**src/design/sha1_pkg.sv**
```systemverilog
package sha1_pkg;

    localparam int unsigned ROUNDS     = 80;
    localparam int unsigned RING_DEPTH = 16;
    localparam int unsigned LEN_BYTE_W = 61;

    localparam logic [31:0] H0 = 32'h67452301;
    localparam logic [31:0] H1 = 32'hEFCDAB89;
    localparam logic [31:0] H2 = 32'h98BADCFE;
    localparam logic [31:0] H3 = 32'h10325476;
    localparam logic [31:0] H4 = 32'hC3D2E1F0;

    localparam logic [31:0] K0 = 32'h5A827999;
    localparam logic [31:0] K1 = 32'h6ED9EBA1;
    localparam logic [31:0] K2 = 32'h8F1BBCDC;
    localparam logic [31:0] K3 = 32'hCA62C1D6;

    localparam logic [7:0] PAD_MARK = 8'h80;

    localparam logic [6:0] LAST_ROUND   = 7'(ROUNDS - 1);
    localparam logic [5:0] LAST_BYTE    = 6'd63;
    localparam logic [5:0] LEN_POS      = 6'd56;
    localparam logic [2:0] LAST_WORD_IX = 3'd4;

    // Five 32-bit words, index 0 is h0 (or a).
    typedef logic [4:0][31:0] t_chain;

    localparam t_chain H_INIT = {H4, H3, H2, H1, H0};

    typedef struct packed {
        logic [7:0] data_byte;
        logic       has_byte;
        logic       final_item;
    } t_in;

    typedef struct packed {
        logic [31:0] digest_word;
        logic [2:0]  word_index;
        logic        last_word;
        logic        length_overflow;
    } t_out;

    typedef enum logic [2:0] {
        ST_IDLE,
        ST_PAD,
        ST_PRIME,
        ST_ROUND,
        ST_FINISH,
        ST_DIGEST
    } t_state;

    typedef struct packed {
        logic        en;
        logic [3:0]  addr;
        logic [31:0] data;
    } t_mem_wr;

    typedef struct packed {
        logic [3:0] a0;
        logic [3:0] a1;
        logic [3:0] a2;
        logic [3:0] a3;
    } t_rd_addr;

    typedef struct packed {
        logic [31:0] w0;
        logic [31:0] w1;
        logic [31:0] w2;
        logic [31:0] w3;
    } t_rd_data;

    typedef struct packed {
        logic       init;
        logic       step;
        logic       clear;
        logic [6:0] round;
    } t_round_ctl;

    typedef struct packed {
        logic finish;
        logic to_digest;
        logic overflow;
    } t_ctrl_stat;

endpackage

```
**src/design/sha1_sched_mem.sv**
```systemverilog
module sha1_sched_mem (
    input  logic               i_clk,
    input  sha1_pkg::t_mem_wr  i_wr,
    input  sha1_pkg::t_rd_addr i_rd_addr,
    output sha1_pkg::t_rd_data o_rd_data
);

    // Two identical copies of the ring give four read ports in total.
    logic [31:0] r_ring_a [sha1_pkg::RING_DEPTH];
    logic [31:0] r_ring_b [sha1_pkg::RING_DEPTH];
    sha1_pkg::t_rd_data r_rd;

    always_ff @(posedge i_clk) begin
        if (i_wr.en) begin
            r_ring_a[i_wr.addr] <= i_wr.data;
            r_ring_b[i_wr.addr] <= i_wr.data;
        end
        r_rd.w0 <= r_ring_a[i_rd_addr.a0];
        r_rd.w1 <= r_ring_a[i_rd_addr.a1];
        r_rd.w2 <= r_ring_b[i_rd_addr.a2];
        r_rd.w3 <= r_ring_b[i_rd_addr.a3];
    end

    assign o_rd_data = r_rd;

endmodule

```
**src/design/sha1_round_dp.sv**
```systemverilog
module sha1_round_dp (
    input  logic                 i_clk,
    input  logic                 i_rst_n,
    input  sha1_pkg::t_round_ctl i_ctl,
    input  sha1_pkg::t_chain     i_chain,
    input  sha1_pkg::t_rd_data   i_rd,
    output sha1_pkg::t_chain     o_work,
    output sha1_pkg::t_mem_wr    o_wr
);

    sha1_pkg::t_chain r_work;
    sha1_pkg::t_chain n_work;
    logic [31:0] x;
    logic [31:0] w;
    logic [31:0] f;
    logic [31:0] k;
    logic [31:0] t;
    logic [31:0] a;
    logic [31:0] b;
    logic [31:0] c;
    logic [31:0] d;
    logic [31:0] e;
    logic        expand;

    assign a = r_work[0];
    assign b = r_work[1];
    assign c = r_work[2];
    assign d = r_work[3];
    assign e = r_work[4];

    // Rounds from 16 on extend the schedule in place in the ring.
    assign expand = (i_ctl.round >= 7'd16);
    assign x      = i_rd.w0 ^ i_rd.w1 ^ i_rd.w2 ^ i_rd.w3;
    assign w      = expand ? {x[30:0], x[31]} : i_rd.w0;

    always_comb begin
        if (i_ctl.round < 7'd20) begin
            f = (b & c) | (~b & d);
            k = sha1_pkg::K0;
        end else if (i_ctl.round < 7'd40) begin
            f = b ^ c ^ d;
            k = sha1_pkg::K1;
        end else if (i_ctl.round < 7'd60) begin
            f = (b & c) | (b & d) | (c & d);
            k = sha1_pkg::K2;
        end else begin
            f = b ^ c ^ d;
            k = sha1_pkg::K3;
        end
    end

    assign t = {a[26:0], a[31:27]} + f + e + k + w;

    always_comb begin
        n_work = r_work;
        if (i_ctl.clear) begin
            n_work = '0;
        end else if (i_ctl.init) begin
            n_work = i_chain;
        end else if (i_ctl.step) begin
            n_work[0] = t;
            n_work[1] = a;
            n_work[2] = {b[1:0], b[31:2]};
            n_work[3] = c;
            n_work[4] = d;
        end
    end

    always_ff @(posedge i_clk) begin
        if (!i_rst_n) begin
            r_work <= '0;
        end else begin
            r_work <= n_work;
        end
    end

    assign o_work    = r_work;
    assign o_wr.en   = i_ctl.step && expand;
    assign o_wr.addr = i_ctl.round[3:0];
    assign o_wr.data = w;

endmodule

```
**src/design/sha1_ctrl.sv**
```systemverilog
module sha1_ctrl (
    input  logic                 i_clk,
    input  logic                 i_rst_n,
    input  logic                 i_in_valid,
    output logic                 o_in_ready,
    input  sha1_pkg::t_in        i_in_data,
    input  logic                 i_digest_done,
    output sha1_pkg::t_round_ctl o_ctl,
    output sha1_pkg::t_mem_wr    o_pack_wr,
    output sha1_pkg::t_rd_addr   o_rd_addr,
    output sha1_pkg::t_ctrl_stat o_stat
);

    sha1_pkg::t_state r_state;
    sha1_pkg::t_state n_state;
    sha1_pkg::t_state r_after;
    sha1_pkg::t_state n_after;

    logic [5:0]                      r_count;
    logic [5:0]                      n_count;
    logic [23:0]                     r_pack;
    logic [23:0]                     n_pack;
    logic [sha1_pkg::LEN_BYTE_W-1:0] r_len;
    logic [sha1_pkg::LEN_BYTE_W-1:0] n_len;
    logic [6:0]                      r_round;
    logic [6:0]                      n_round;
    logic                            r_ovf;
    logic                            n_ovf;
    logic                            r_mark;
    logic                            n_mark;
    logic                            r_len_phase;
    logic                            n_len_phase;

    logic        push_en;
    logic [7:0]  push_byte;
    logic [31:0] packed_word;
    logic [63:0] len_bits;
    logic [7:0]  len_byte;
    logic        len_full;
    logic        accept;
    logic [3:0]  next_ix;

    assign accept   = i_in_valid && o_in_ready;
    assign len_full = &r_len;
    assign len_bits = {r_len, 3'b000};
    assign len_byte = len_bits[{~r_count[2:0], 3'b000} +: 8];

    assign packed_word = {r_pack, push_byte};

    always_comb begin
        n_state     = r_state;
        n_after     = r_after;
        n_count     = r_count;
        n_pack      = r_pack;
        n_len       = r_len;
        n_round     = r_round;
        n_ovf       = r_ovf;
        n_mark      = r_mark;
        n_len_phase = r_len_phase;
        push_en     = 1'b0;
        push_byte   = '0;
        o_in_ready  = 1'b0;
        o_ctl       = '0;
        o_stat      = '0;

        unique case (r_state)
            sha1_pkg::ST_IDLE: begin
                o_in_ready = 1'b1;
                if (accept) begin
                    if (i_in_data.has_byte) begin
                        if (len_full) begin
                            // The byte is dropped and the digest carries the flag.
                            n_ovf = 1'b1;
                        end else begin
                            push_en   = 1'b1;
                            push_byte = i_in_data.data_byte;
                            n_len     = r_len + 1'b1;
                        end
                    end
                    if (push_en && r_count == sha1_pkg::LAST_BYTE) begin
                        n_state = sha1_pkg::ST_PRIME;
                        n_after = i_in_data.final_item ? sha1_pkg::ST_PAD
                                                       : sha1_pkg::ST_IDLE;
                    end else if (i_in_data.final_item) begin
                        n_state = sha1_pkg::ST_PAD;
                    end
                end
            end
            sha1_pkg::ST_PAD: begin
                push_en = 1'b1;
                if (!r_mark) begin
                    push_byte = sha1_pkg::PAD_MARK;
                    n_mark    = 1'b1;
                end else if (r_len_phase || r_count == sha1_pkg::LEN_POS) begin
                    push_byte   = len_byte;
                    n_len_phase = 1'b1;
                end
                if (r_count == sha1_pkg::LAST_BYTE) begin
                    n_state = sha1_pkg::ST_PRIME;
                    n_after = n_len_phase ? sha1_pkg::ST_DIGEST : sha1_pkg::ST_PAD;
                end
            end
            sha1_pkg::ST_PRIME: begin
                o_ctl.init = 1'b1;
                n_round    = '0;
                n_state    = sha1_pkg::ST_ROUND;
            end
            sha1_pkg::ST_ROUND: begin
                o_ctl.step = 1'b1;
                n_round    = r_round + 7'd1;
                if (r_round == sha1_pkg::LAST_ROUND) begin
                    n_round = '0;
                    n_state = sha1_pkg::ST_FINISH;
                end
            end
            sha1_pkg::ST_FINISH: begin
                o_stat.finish = 1'b1;
                n_state       = r_after;
            end
            sha1_pkg::ST_DIGEST: begin
                if (i_digest_done) begin
                    o_ctl.clear = 1'b1;
                    n_count     = '0;
                    n_len       = '0;
                    n_ovf       = 1'b0;
                    n_mark      = 1'b0;
                    n_len_phase = 1'b0;
                    n_after     = sha1_pkg::ST_IDLE;
                    n_state     = sha1_pkg::ST_IDLE;
                end
            end
            default: begin
                n_state = sha1_pkg::ST_IDLE;
            end
        endcase

        if (push_en) begin
            n_pack  = packed_word[23:0];
            n_count = r_count + 6'd1;
        end

        o_ctl.round      = r_round;
        o_stat.to_digest = (r_after == sha1_pkg::ST_DIGEST);
        o_stat.overflow  = r_ovf;
    end

    // A word goes to the ring once its fourth byte is in.
    assign o_pack_wr.en   = push_en && (r_count[1:0] == 2'b11);
    assign o_pack_wr.addr = r_count[5:2];
    assign o_pack_wr.data = packed_word;

    // Reads are issued in the cycle before the round that uses them.
    assign next_ix      = (r_state == sha1_pkg::ST_ROUND) ? r_round[3:0] + 4'd1 : 4'd0;
    assign o_rd_addr.a0 = next_ix;
    assign o_rd_addr.a1 = next_ix + 4'd13;
    assign o_rd_addr.a2 = next_ix + 4'd8;
    assign o_rd_addr.a3 = next_ix + 4'd2;

    always_ff @(posedge i_clk) begin
        if (!i_rst_n) begin
            r_state     <= sha1_pkg::ST_IDLE;
            r_after     <= sha1_pkg::ST_IDLE;
            r_count     <= '0;
            r_len       <= '0;
            r_round     <= '0;
            r_ovf       <= 1'b0;
            r_mark      <= 1'b0;
            r_len_phase <= 1'b0;
        end else begin
            r_state     <= n_state;
            r_after     <= n_after;
            r_count     <= n_count;
            r_len       <= n_len;
            r_round     <= n_round;
            r_ovf       <= n_ovf;
            r_mark      <= n_mark;
            r_len_phase <= n_len_phase;
        end
    end

    always_ff @(posedge i_clk) begin
        r_pack <= n_pack;
    end

endmodule

```
**src/design/sha1_stream_hasher_core.sv**
```systemverilog
// Channel   Direction  Payload           Handshake
// in        input      sha1_pkg::t_in    i_in_valid / o_in_ready
// out       output     sha1_pkg::t_out   o_out_valid / i_out_ready
//
// A byte that does not complete a block is taken without holding the input; the 64th
// byte then holds the input while the block is compressed: a prime state for the ring
// read, the 80 rounds and a finish state that folds the work words into the chain.
// A final transaction pads one byte per cycle (up to 72 bytes, one or two more
// compressions), then offers the five digest words; input waits for the last one.
// Reset is synchronous; the schedule ring is not cleared. The out side may stall.
module sha1_stream_hasher_core (
    input  logic           i_clk,
    input  logic           i_rst_n,
    input  logic           i_in_valid,
    output logic           o_in_ready,
    input  sha1_pkg::t_in  i_in_data,
    output logic           o_out_valid,
    input  logic           i_out_ready,
    output sha1_pkg::t_out o_out_data
);

    sha1_pkg::t_round_ctl ctl;
    sha1_pkg::t_ctrl_stat stat;
    sha1_pkg::t_mem_wr    pack_wr;
    sha1_pkg::t_mem_wr    dp_wr;
    sha1_pkg::t_mem_wr    mem_wr;
    sha1_pkg::t_rd_addr   rd_addr;
    sha1_pkg::t_rd_data   rd_data;
    sha1_pkg::t_chain     work;

    sha1_pkg::t_chain r_chain;
    sha1_pkg::t_chain n_chain;
    sha1_pkg::t_out   r_out;
    sha1_pkg::t_out   n_out;
    logic             r_out_valid;
    logic             n_out_valid;
    logic             digest_done;
    logic [2:0]       next_word;

    sha1_ctrl u_ctrl (
        .i_clk         (i_clk),
        .i_rst_n       (i_rst_n),
        .i_in_valid    (i_in_valid),
        .o_in_ready    (o_in_ready),
        .i_in_data     (i_in_data),
        .i_digest_done (digest_done),
        .o_ctl         (ctl),
        .o_pack_wr     (pack_wr),
        .o_rd_addr     (rd_addr),
        .o_stat        (stat)
    );

    sha1_round_dp u_round_dp (
        .i_clk   (i_clk),
        .i_rst_n (i_rst_n),
        .i_ctl   (ctl),
        .i_chain (r_chain),
        .i_rd    (rd_data),
        .o_work  (work),
        .o_wr    (dp_wr)
    );

    // Byte packing and schedule extension never write in the same cycle.
    assign mem_wr = dp_wr.en ? dp_wr : pack_wr;

    sha1_sched_mem u_sched_mem (
        .i_clk     (i_clk),
        .i_wr      (mem_wr),
        .i_rd_addr (rd_addr),
        .o_rd_data (rd_data)
    );

    assign digest_done = r_out_valid && i_out_ready && r_out.last_word;
    assign next_word   = r_out.word_index + 3'd1;

    always_comb begin
        n_chain     = r_chain;
        n_out       = r_out;
        n_out_valid = r_out_valid;

        if (stat.finish) begin
            for (int i = 0; i < 5; i++) begin
                n_chain[i] = r_chain[i] + work[i];
            end
            if (stat.to_digest) begin
                n_out_valid           = 1'b1;
                n_out.digest_word     = n_chain[0];
                n_out.word_index      = '0;
                n_out.last_word       = 1'b0;
                n_out.length_overflow = stat.overflow;
            end
        end

        if (r_out_valid && i_out_ready) begin
            if (r_out.last_word) begin
                n_out_valid = 1'b0;
                n_chain     = sha1_pkg::H_INIT;
            end else begin
                n_out.digest_word = r_chain[next_word];
                n_out.word_index  = next_word;
                n_out.last_word   = (next_word == sha1_pkg::LAST_WORD_IX);
            end
        end
    end

    always_ff @(posedge i_clk) begin
        if (!i_rst_n) begin
            r_chain     <= sha1_pkg::H_INIT;
            r_out_valid <= 1'b0;
        end else begin
            r_chain     <= n_chain;
            r_out_valid <= n_out_valid;
        end
    end

    always_ff @(posedge i_clk) begin
        r_out <= n_out;
    end

    assign o_out_valid = r_out_valid;
    assign o_out_data  = r_out;

endmodule
```
**config.mk**
```make
export PLATFORM = sky130hd
export DESIGN_NAME = sha1_stream_hasher_core
export DESIGN_NICKNAME = d
export VERILOG_FILES = /design/src/design/sha1_pkg.sv /design/src/design/sha1_sched_mem.sv /design/src/design/sha1_round_dp.sv /design/src/design/sha1_ctrl.sv /design/src/design/sha1_stream_hasher_core.sv
export SDC_FILE = /design/constraint.sdc
export NUM_CORES = 2
export LEC_CHECK = 0
export BUFFER_PORTS_ARGS = -buffer_cell sky130_fd_sc_hd__buf_2
export CORE_UTILIZATION = 52
export CTS_BUF_LIST = sky130_fd_sc_hd__clkbuf_16
export CTS_CLUSTER_SIZE = 25
export DETAILED_ROUTE_END_ITERATION = 10
export PLACE_DENSITY = 0.7
export SYNTH_ARGS = -nofsm -noshare
export SYNTH_HDL_FRONTEND = slang
export SYNTH_SLANG_ARGS = --single-unit
```
**constraint.sdc**
```tcl
create_clock -name i_clk -period 5.7 [get_ports i_clk]
set_clock_uncertainty 0.1 [all_clocks]
set_input_delay 0 -clock i_clk [delete_from_list [all_inputs] [get_ports i_clk]]
set_output_delay 0 -clock i_clk [all_outputs]
set_load 0.02 [all_outputs]
```
# Word level (Yosys, flattened, before mapping)
# Memories as Yosys holds them, arrays and structs flattened. A register that Yosys moved wholly into a read port is not among the register bits.
# Index checks and enable logic that the tools add are counted.
[totals]
word_cells = 185
input_bits = 14
ram_bits = 1024
register_bits = 465
memories = 2
output_inout_bits = 39
[memory_table]
columns = ["memory", "words", "width", "read_ports", "rd_clocked_by_memory_dff", "wr", "line", "rtl"]
rows = [
  ["u_sched_mem.r_ring_a", 16, 32, 2, 2, 1, "sha1_sched_mem.sv:9", "logic [31:0] r_ring_a [sha1_pkg::RING_DEPTH];"],
  ["u_sched_mem.r_ring_b", 16, 32, 2, 2, 1, "sha1_sched_mem.sv:10", "logic [31:0] r_ring_b [sha1_pkg::RING_DEPTH];"],
]
[op_classes]
add_sub_neg = 17
n_bitwise = 15
reduce_logical = 24
n_eq_ne = 20
mux = 77
order_cmp = 5
n_shift = 1
[op_table]
columns = ["op", "n"]
rows = [
  ["$mux W160", 5],
  ["$add A32 B32 Y32", 9],
  ["$mux W61", 4],
  ["$mux W32", 7],
  ["$xor A32 B32 Y32", 5],
  ["$and A32 B32 Y32", 4],
  ["$pmux W61 S2", 1],
  ["$mux W37", 3],
  ["$bmux W32 S3", 1],
  ["$or A32 B32 Y32", 3],
  ["$mux W36", 2],
  ["$shiftx A64 B7 Y8", 1],
  ["$add A61 B1 Y61 const B", 1],
  ["$reduce_and A61 Y1", 1],
  ["$mux W8", 5],
  ["$not A32 Y32", 1],
  ["$mux W31", 1],
  ["$mux W3", 10],
  ["$mux W1", 25],
  ["$reduce_and A5 Y1", 4],
  ["$mux W6", 3],
  ["$pmux W3 S6", 1],
  ["$pmux W8 S2", 1],
  ["$lt A7 B6 Y1 const B", 2],
  ["other kinds (32)", 59],
]

# Logic depth before layout (Yosys ltp)
[depth]
word_depth = 12
ltp_mapped = 25
mapped_depth_nobuf = 23

# Hierarchy
# A second synthesis with hierarchy kept.
[hier_totals]
cells_unflattened = 6048
hier_area_um2 = 68759.7
[modules_own_cells]
columns = ["mod", "seq_area_each_um2", "instances", "area_per_inst_um2", "cells_per_inst"]
rows = [
  ["sha1_sched_mem", 17937.2, 1, 32905.3, 1747],
  ["sha1_stream_hasher_core", 3973.8, 1, 16100.4, 1964],
  ["sha1_round_dp", 3203.1, 1, 13768.2, 1668],
  ["sha1_ctrl", 2362.3, 1, 5985.7, 669],
]

# Worst setup path after synthesis
# No wires, ideal clock.
[synth_path]
path_type = "register to register"
start = "reg u_ctrl.r_round[2]"
end = "reg u_round_dp.r_work (netlist bit u_round_dp.a[30])"
t_required_ps = 5469
setup_ps = 131
path_buffers = 2
t_arrival_ps = 5610
slack_ps = -141
stages_incl_launch_ff = 24
period_less_slack_ps = 5841
path_cell_list = "dfxtp_1 -> clkbuf_1 -> a41oi_1 -> nand2_1 -> inv_1 -> nor2_1 -> clkbuf_1 -> a221oi_1 -> fa_1 -> fa_1 -> fa_1 -> inv_1 -> ha_1 -> a21oi_1 -> nand2_1 -> a2111oi_0 -> a31oi_1 -> a31oi_1 -> o211ai_1 -> o21ai_0 -> a21boi_0 -> o41ai_1 -> mux2i_1 -> o21ai_0"
[synth_between]
elab_chain_cells = 10
elab_cells_between_ends = 17
classes_between = "4 x add/sub; 4 x order compare; 9 x mux"
[synth_lines]
columns = ["item", "line", "rtl"]
rows = [
  ["from (decl)", "sha1_ctrl.sv:25", "logic [6:0] r_round;"],
  ["from (signal assigned)", "sha1_ctrl.sv:174", "r_round <= n_round;"],
  ["$lt A7 B6 Y1", "sha1_round_dp.sv:43", "end else if (i_ctl.round < 7'd60) begin"],
  ["$mux W32", "sha1_round_dp.sv:43", ""],
  ["$mux W32", "sha1_round_dp.sv:40", "end else if (i_ctl.round < 7'd40) begin"],
  ["$mux W32", "sha1_round_dp.sv:37", "if (i_ctl.round < 7'd20) begin"],
  ["$add A32 B32 Y32 (3 in a row)", "sha1_round_dp.sv:52", "assign t = {a[26:0], a[31:27]} + f + e + k + w;"],
  ["$add A32 B32 Y32 (*)", "sha1_round_dp.sv:52", ""],
  ["$mux W160 (*)", "sha1_round_dp.sv:60", "end else if (i_ctl.step) begin"],
  ["$mux W160 (*)", "sha1_round_dp.sv:58", "end else if (i_ctl.init) begin"],
  ["to (signal assigned)", "sha1_round_dp.sv:73", "r_work <= n_work;"],
  ["to (decl)", "sha1_round_dp.sv:11", "sha1_pkg::t_chain r_work;"],
]
# Mark *: on every way between the ends. The rest lies on a longest branch, timed or not. The select of a mux whose other input is x is not followed.
# A chain may end at the register's enable or synchronous reset.

# Final worst setup path
[layout_path]
start = "reg u_ctrl.r_round[4]"
end = "reg u_round_dp.r_work (netlist bit u_round_dp.a[31])"
# The elaborated chain is that of the path after synthesis.

==> reports/metrics.yaml <==
route:
  drcViolationCount: 14
  route.antenna.remaining_nets: 0
  vias_per_cell: 6.47
  wl_per_cell_um: 24.4
  vias: 54700
  drtIter0Drc: 6702
  drt_wl_total_um: 206000
  firstDrtPassIters: 9
global_routing:
  grtUsageTotal_pct: 32.1
  use_met2_pct: 50.9
  top_usage_layer: "met2"
  grt_use_met1_pct: 42.0
  grt_pass1_wl_um: 312000
  grt_overflow: 0
  use_met3_pct: 6.46
  grt_max_degree: 217
  grt_pass1_vias: 51500
  antenna_found_initial: 6
final_layout:
  drive_gt1_share_pct: 10.1
  syn2layout_area_growth_pct: 9.96
  fin_area_sq_um: 71800
  nNetsFinal: 7056
yosys:
  synth_fp_nets: 7151
  synth_seq_cells: 1104
  synthArstFlopShare_pct: 0
  yosysSeqAreaShare_pct: 42.1
  synthesis.area_sq_um: 65300
  synthFlopType: "dfxtp_1"
  synth_edf_count: 537
  synth.avg_cell_area_sq_um: 9.58
  yosys_warnings: 0
  synth.distinct_cells: 84
  syn_inst: 6810
floorplanning:
  initial_core_util_pct: 52.6
  die-height_um: 356
  rows: 129
  die-area_sq_um: 127000
  die_x_um: 356
  core_area_sq_um: 124000
  boundaryPins: 53
timing:
  whs_ns: 0.166
  fmax_mhz: 183
  slew_violations: 0
  rsz0062_at_grt: "true"
  relSlewSlack_pct: 15.6
  period_needed_ns: 5.46
  worst_pin_slew_ns: 1.27
  setup_viol: 0
  period_share_pct: 95.8
  hold_viol: 0
critical_path:
  path_class: "reg2reg"
  cp.required_ns: 6.24
  path_max_fanout: 9
  ff2ff_path_depth: 20
  critPathLaunchType: "register"
  crit_path_end_kind: "register"
  arrival_ns: 6.00
power_and_ir_drop:
  peakVddDrop_uv: 267
  p_leak_nw: 27.2
  pwr_density_cell_nw_per_um2: 330
  finalPower_w: 0.0237
job:
  cap_violations: 0
place:
  portBuffers: 52
  gp_congestion: 0.997
  dp_hpwl_um: 133000
  post_dp_cell_area_sq_um: 67500
clock_network:
  cts_buffers: 117
  cts_tree: "done"
  clockBufferDepth: 3
  clk_latency_ns: 0.79
  htreeDepth: 3
  cts_sinks: 1104
  root_buffer: "clkbuf_16"
  path_clk_slew_ns: 0.06
worst_hold_path:
  hp-class: "in2reg"
  hold_depth: 6
status:
  status: "finished with violations"
  violations: "DRC"
-- critical path: stages, from the launching register on --
cell and delay [ns]:
dfxtp_1 0.37, a41oi_2 0.23, nand2_1 0.12, inv_2 0.19, nor2_2 0.07, buf_4 0.18, buf_4 0.19, a221o_1 0.36
fa_1 0.57, fa_1 0.42, ha_1 0.34, a21oi_1 0.10, o21a_1 0.19, or4b_2 0.68, o21ai_2 0.11, o211ai_1 0.18
a31oi_1 0.30, nand4_1 0.18, a32oi_2 0.22, xnor2_1 0.15, o22ai_1 0.10
-- synthesized netlist by cell type (117+ instances only) --
library cell  count  area [sq um]
inv_1           190           713
mux2i_1         253          2530
a311oi_1        163          1430
nand2_1        1408          5290
clkbuf_1        400          1500
ha_1            210          2630
nand3_1         343          1720
and3_1          154           963
xnor2_1         225          1970
dfxtp_1         567         11400
nor2_1          414          1550
a211oi_1        179          1340
fa_1            117          2340
mux4_2          205          4620
a21oi_1         347          1740
edfxtp_1        537         16100
o21ai_0         205          1030
a31oi_1         142           888
-- cell usage in the layout, fill, tap and decap left out, types with 21 or more instances in the layout --
cell,synthesis,routed
inv_1,190,210
clkinv_1,2,27
nand2b_1,27,27
o21a_1,31,31
xor2_1,87,86
nand4_1,25,25
or3_1,35,33
ha_1,210,205
nor2_1,414,395
fa_1,117,117
edfxtp_1,537,537
buf_4,0,156
mux4_2,205,205
a211oi_1,179,179
clkbuf_16,0,122
o211ai_1,59,59
o21bai_1,31,31
a221oi_1,34,31
a21oi_1,347,346
nor3_1,45,45
nand2_1,1408,1401
mux2i_1,253,253
dlygate4sd3_1,0,22
a21o_1,73,73
buf_2,15,52
and3_1,154,154
nor2b_1,23,22
a221o_1,21,21
nand3_1,343,342
a311oi_1,163,162
a31oi_1,142,140
dfxtp_1,567,565
xnor2_1,225,223
o21ai_0,205,199
-- cell families (layout without fill, tap and decap cells) --
group | count (synthesis) | count (layout) | synth area share, %
buf+inv | 649 | 653 | 3.76
compound gates | 1406 | 1406 | 14.4
mux | 462 | 462 | 11.0
simple gates | 2550 | 2550 | 16.9
fa+ha+maj | 327 | 327 | 7.61
xor+xnor | 312 | 312 | 4.19
other cells | 0 | 1 | 0
flops | 1104 | 1104 | 42.1
-- final cells by class --
class,instances,area (sq um)
Tap cell,1637,2050
Clock buffer,122,3050
Sequential cell,1104,27500
Antenna cell,1,2.50
Multi-Input combinational cell,5057,35700
Timing Repair Buffer,240,1850
Inverter,195,756
Clock inverter,96,875
Fill cell,10500,52300
-- per-layer routing --
metal,up-vias,wire [um]
li1,24700,-
met1,26500,80900
met2,2927,94800
met3,621,20400
met4,10,10100
met5,-,71
-- state kept, by name, indices dropped and copies added (netlist names), 2 cells and up --
name / count
u_sched_mem.o_rd_data: 128
u_round_dp.e: 32
u_ctrl.r_round: 7
u_ctrl.r_count: 6
u_round_dp.c: 32
u_ctrl.r_pack: 24
u_ctrl.r_len: 61
u_ctrl.r_state: 3
u_round_dp.d: 32
u_round_dp.a: 32
u_ctrl.r_after: 2
u_sched_mem.r_ring_b: 512
r_chain: 160
o_out_data: 37
u_round_dp.b: 32
-- repair_timing --
action                                 CTS  global route
setup buffers                            0             2
hold buffers                            22             0
setup endpoints to repair                0             9
endpoints found under the hold margin   48             0
resized for setup                        0            24
-- power breakdown --
group | switching, W | leakage, nW | internal (W)
Sequential | 0.000612 | 9.51 | 0.00901
Clock | 0.00338 | 1.99 | 0.00442
Combinational | 0.00373 | 15.7 | 0.00251
Total | 0.00772 | 27.2 | 0.0159
-- per-stage QoR --
| stage | setup WS, ns | util [%] | std cells | setup TNS, ns |
|---|---|---|---|---|
| 2_1_floorplan | 0.0142 | - | 6810 | 0 |
| 3_3_place_gp | 0.0574 | 54.4 | 8209 | 0 |
| 3_5_place_dp | 0.0542 | 54.4 | 8209 | 0 |
| 4_1_cts | 0.0266 | 57.7 | 8449 | 0 |
| 5_1_grt | -0.0193 | 57.8 | 8451 | -0.0193 |
| 6_report | 0.240 | 57.8 | 8452 | 0 |
-- final timing paths --
path | from | to | slack, ns
max | u_ctrl.r_round[4] | u_round_dp.a[31] | 0.24
min | i_in_data[1] | u_ctrl.r_state[1] | 0.17
max reg2reg | u_ctrl.r_round[4] | u_round_dp.a[31] | 0.24
min reg2reg | u_ctrl.r_ovf | o_out_data[0] | 0.34
No activity file was read; power rests on OpenSTA's default activity.
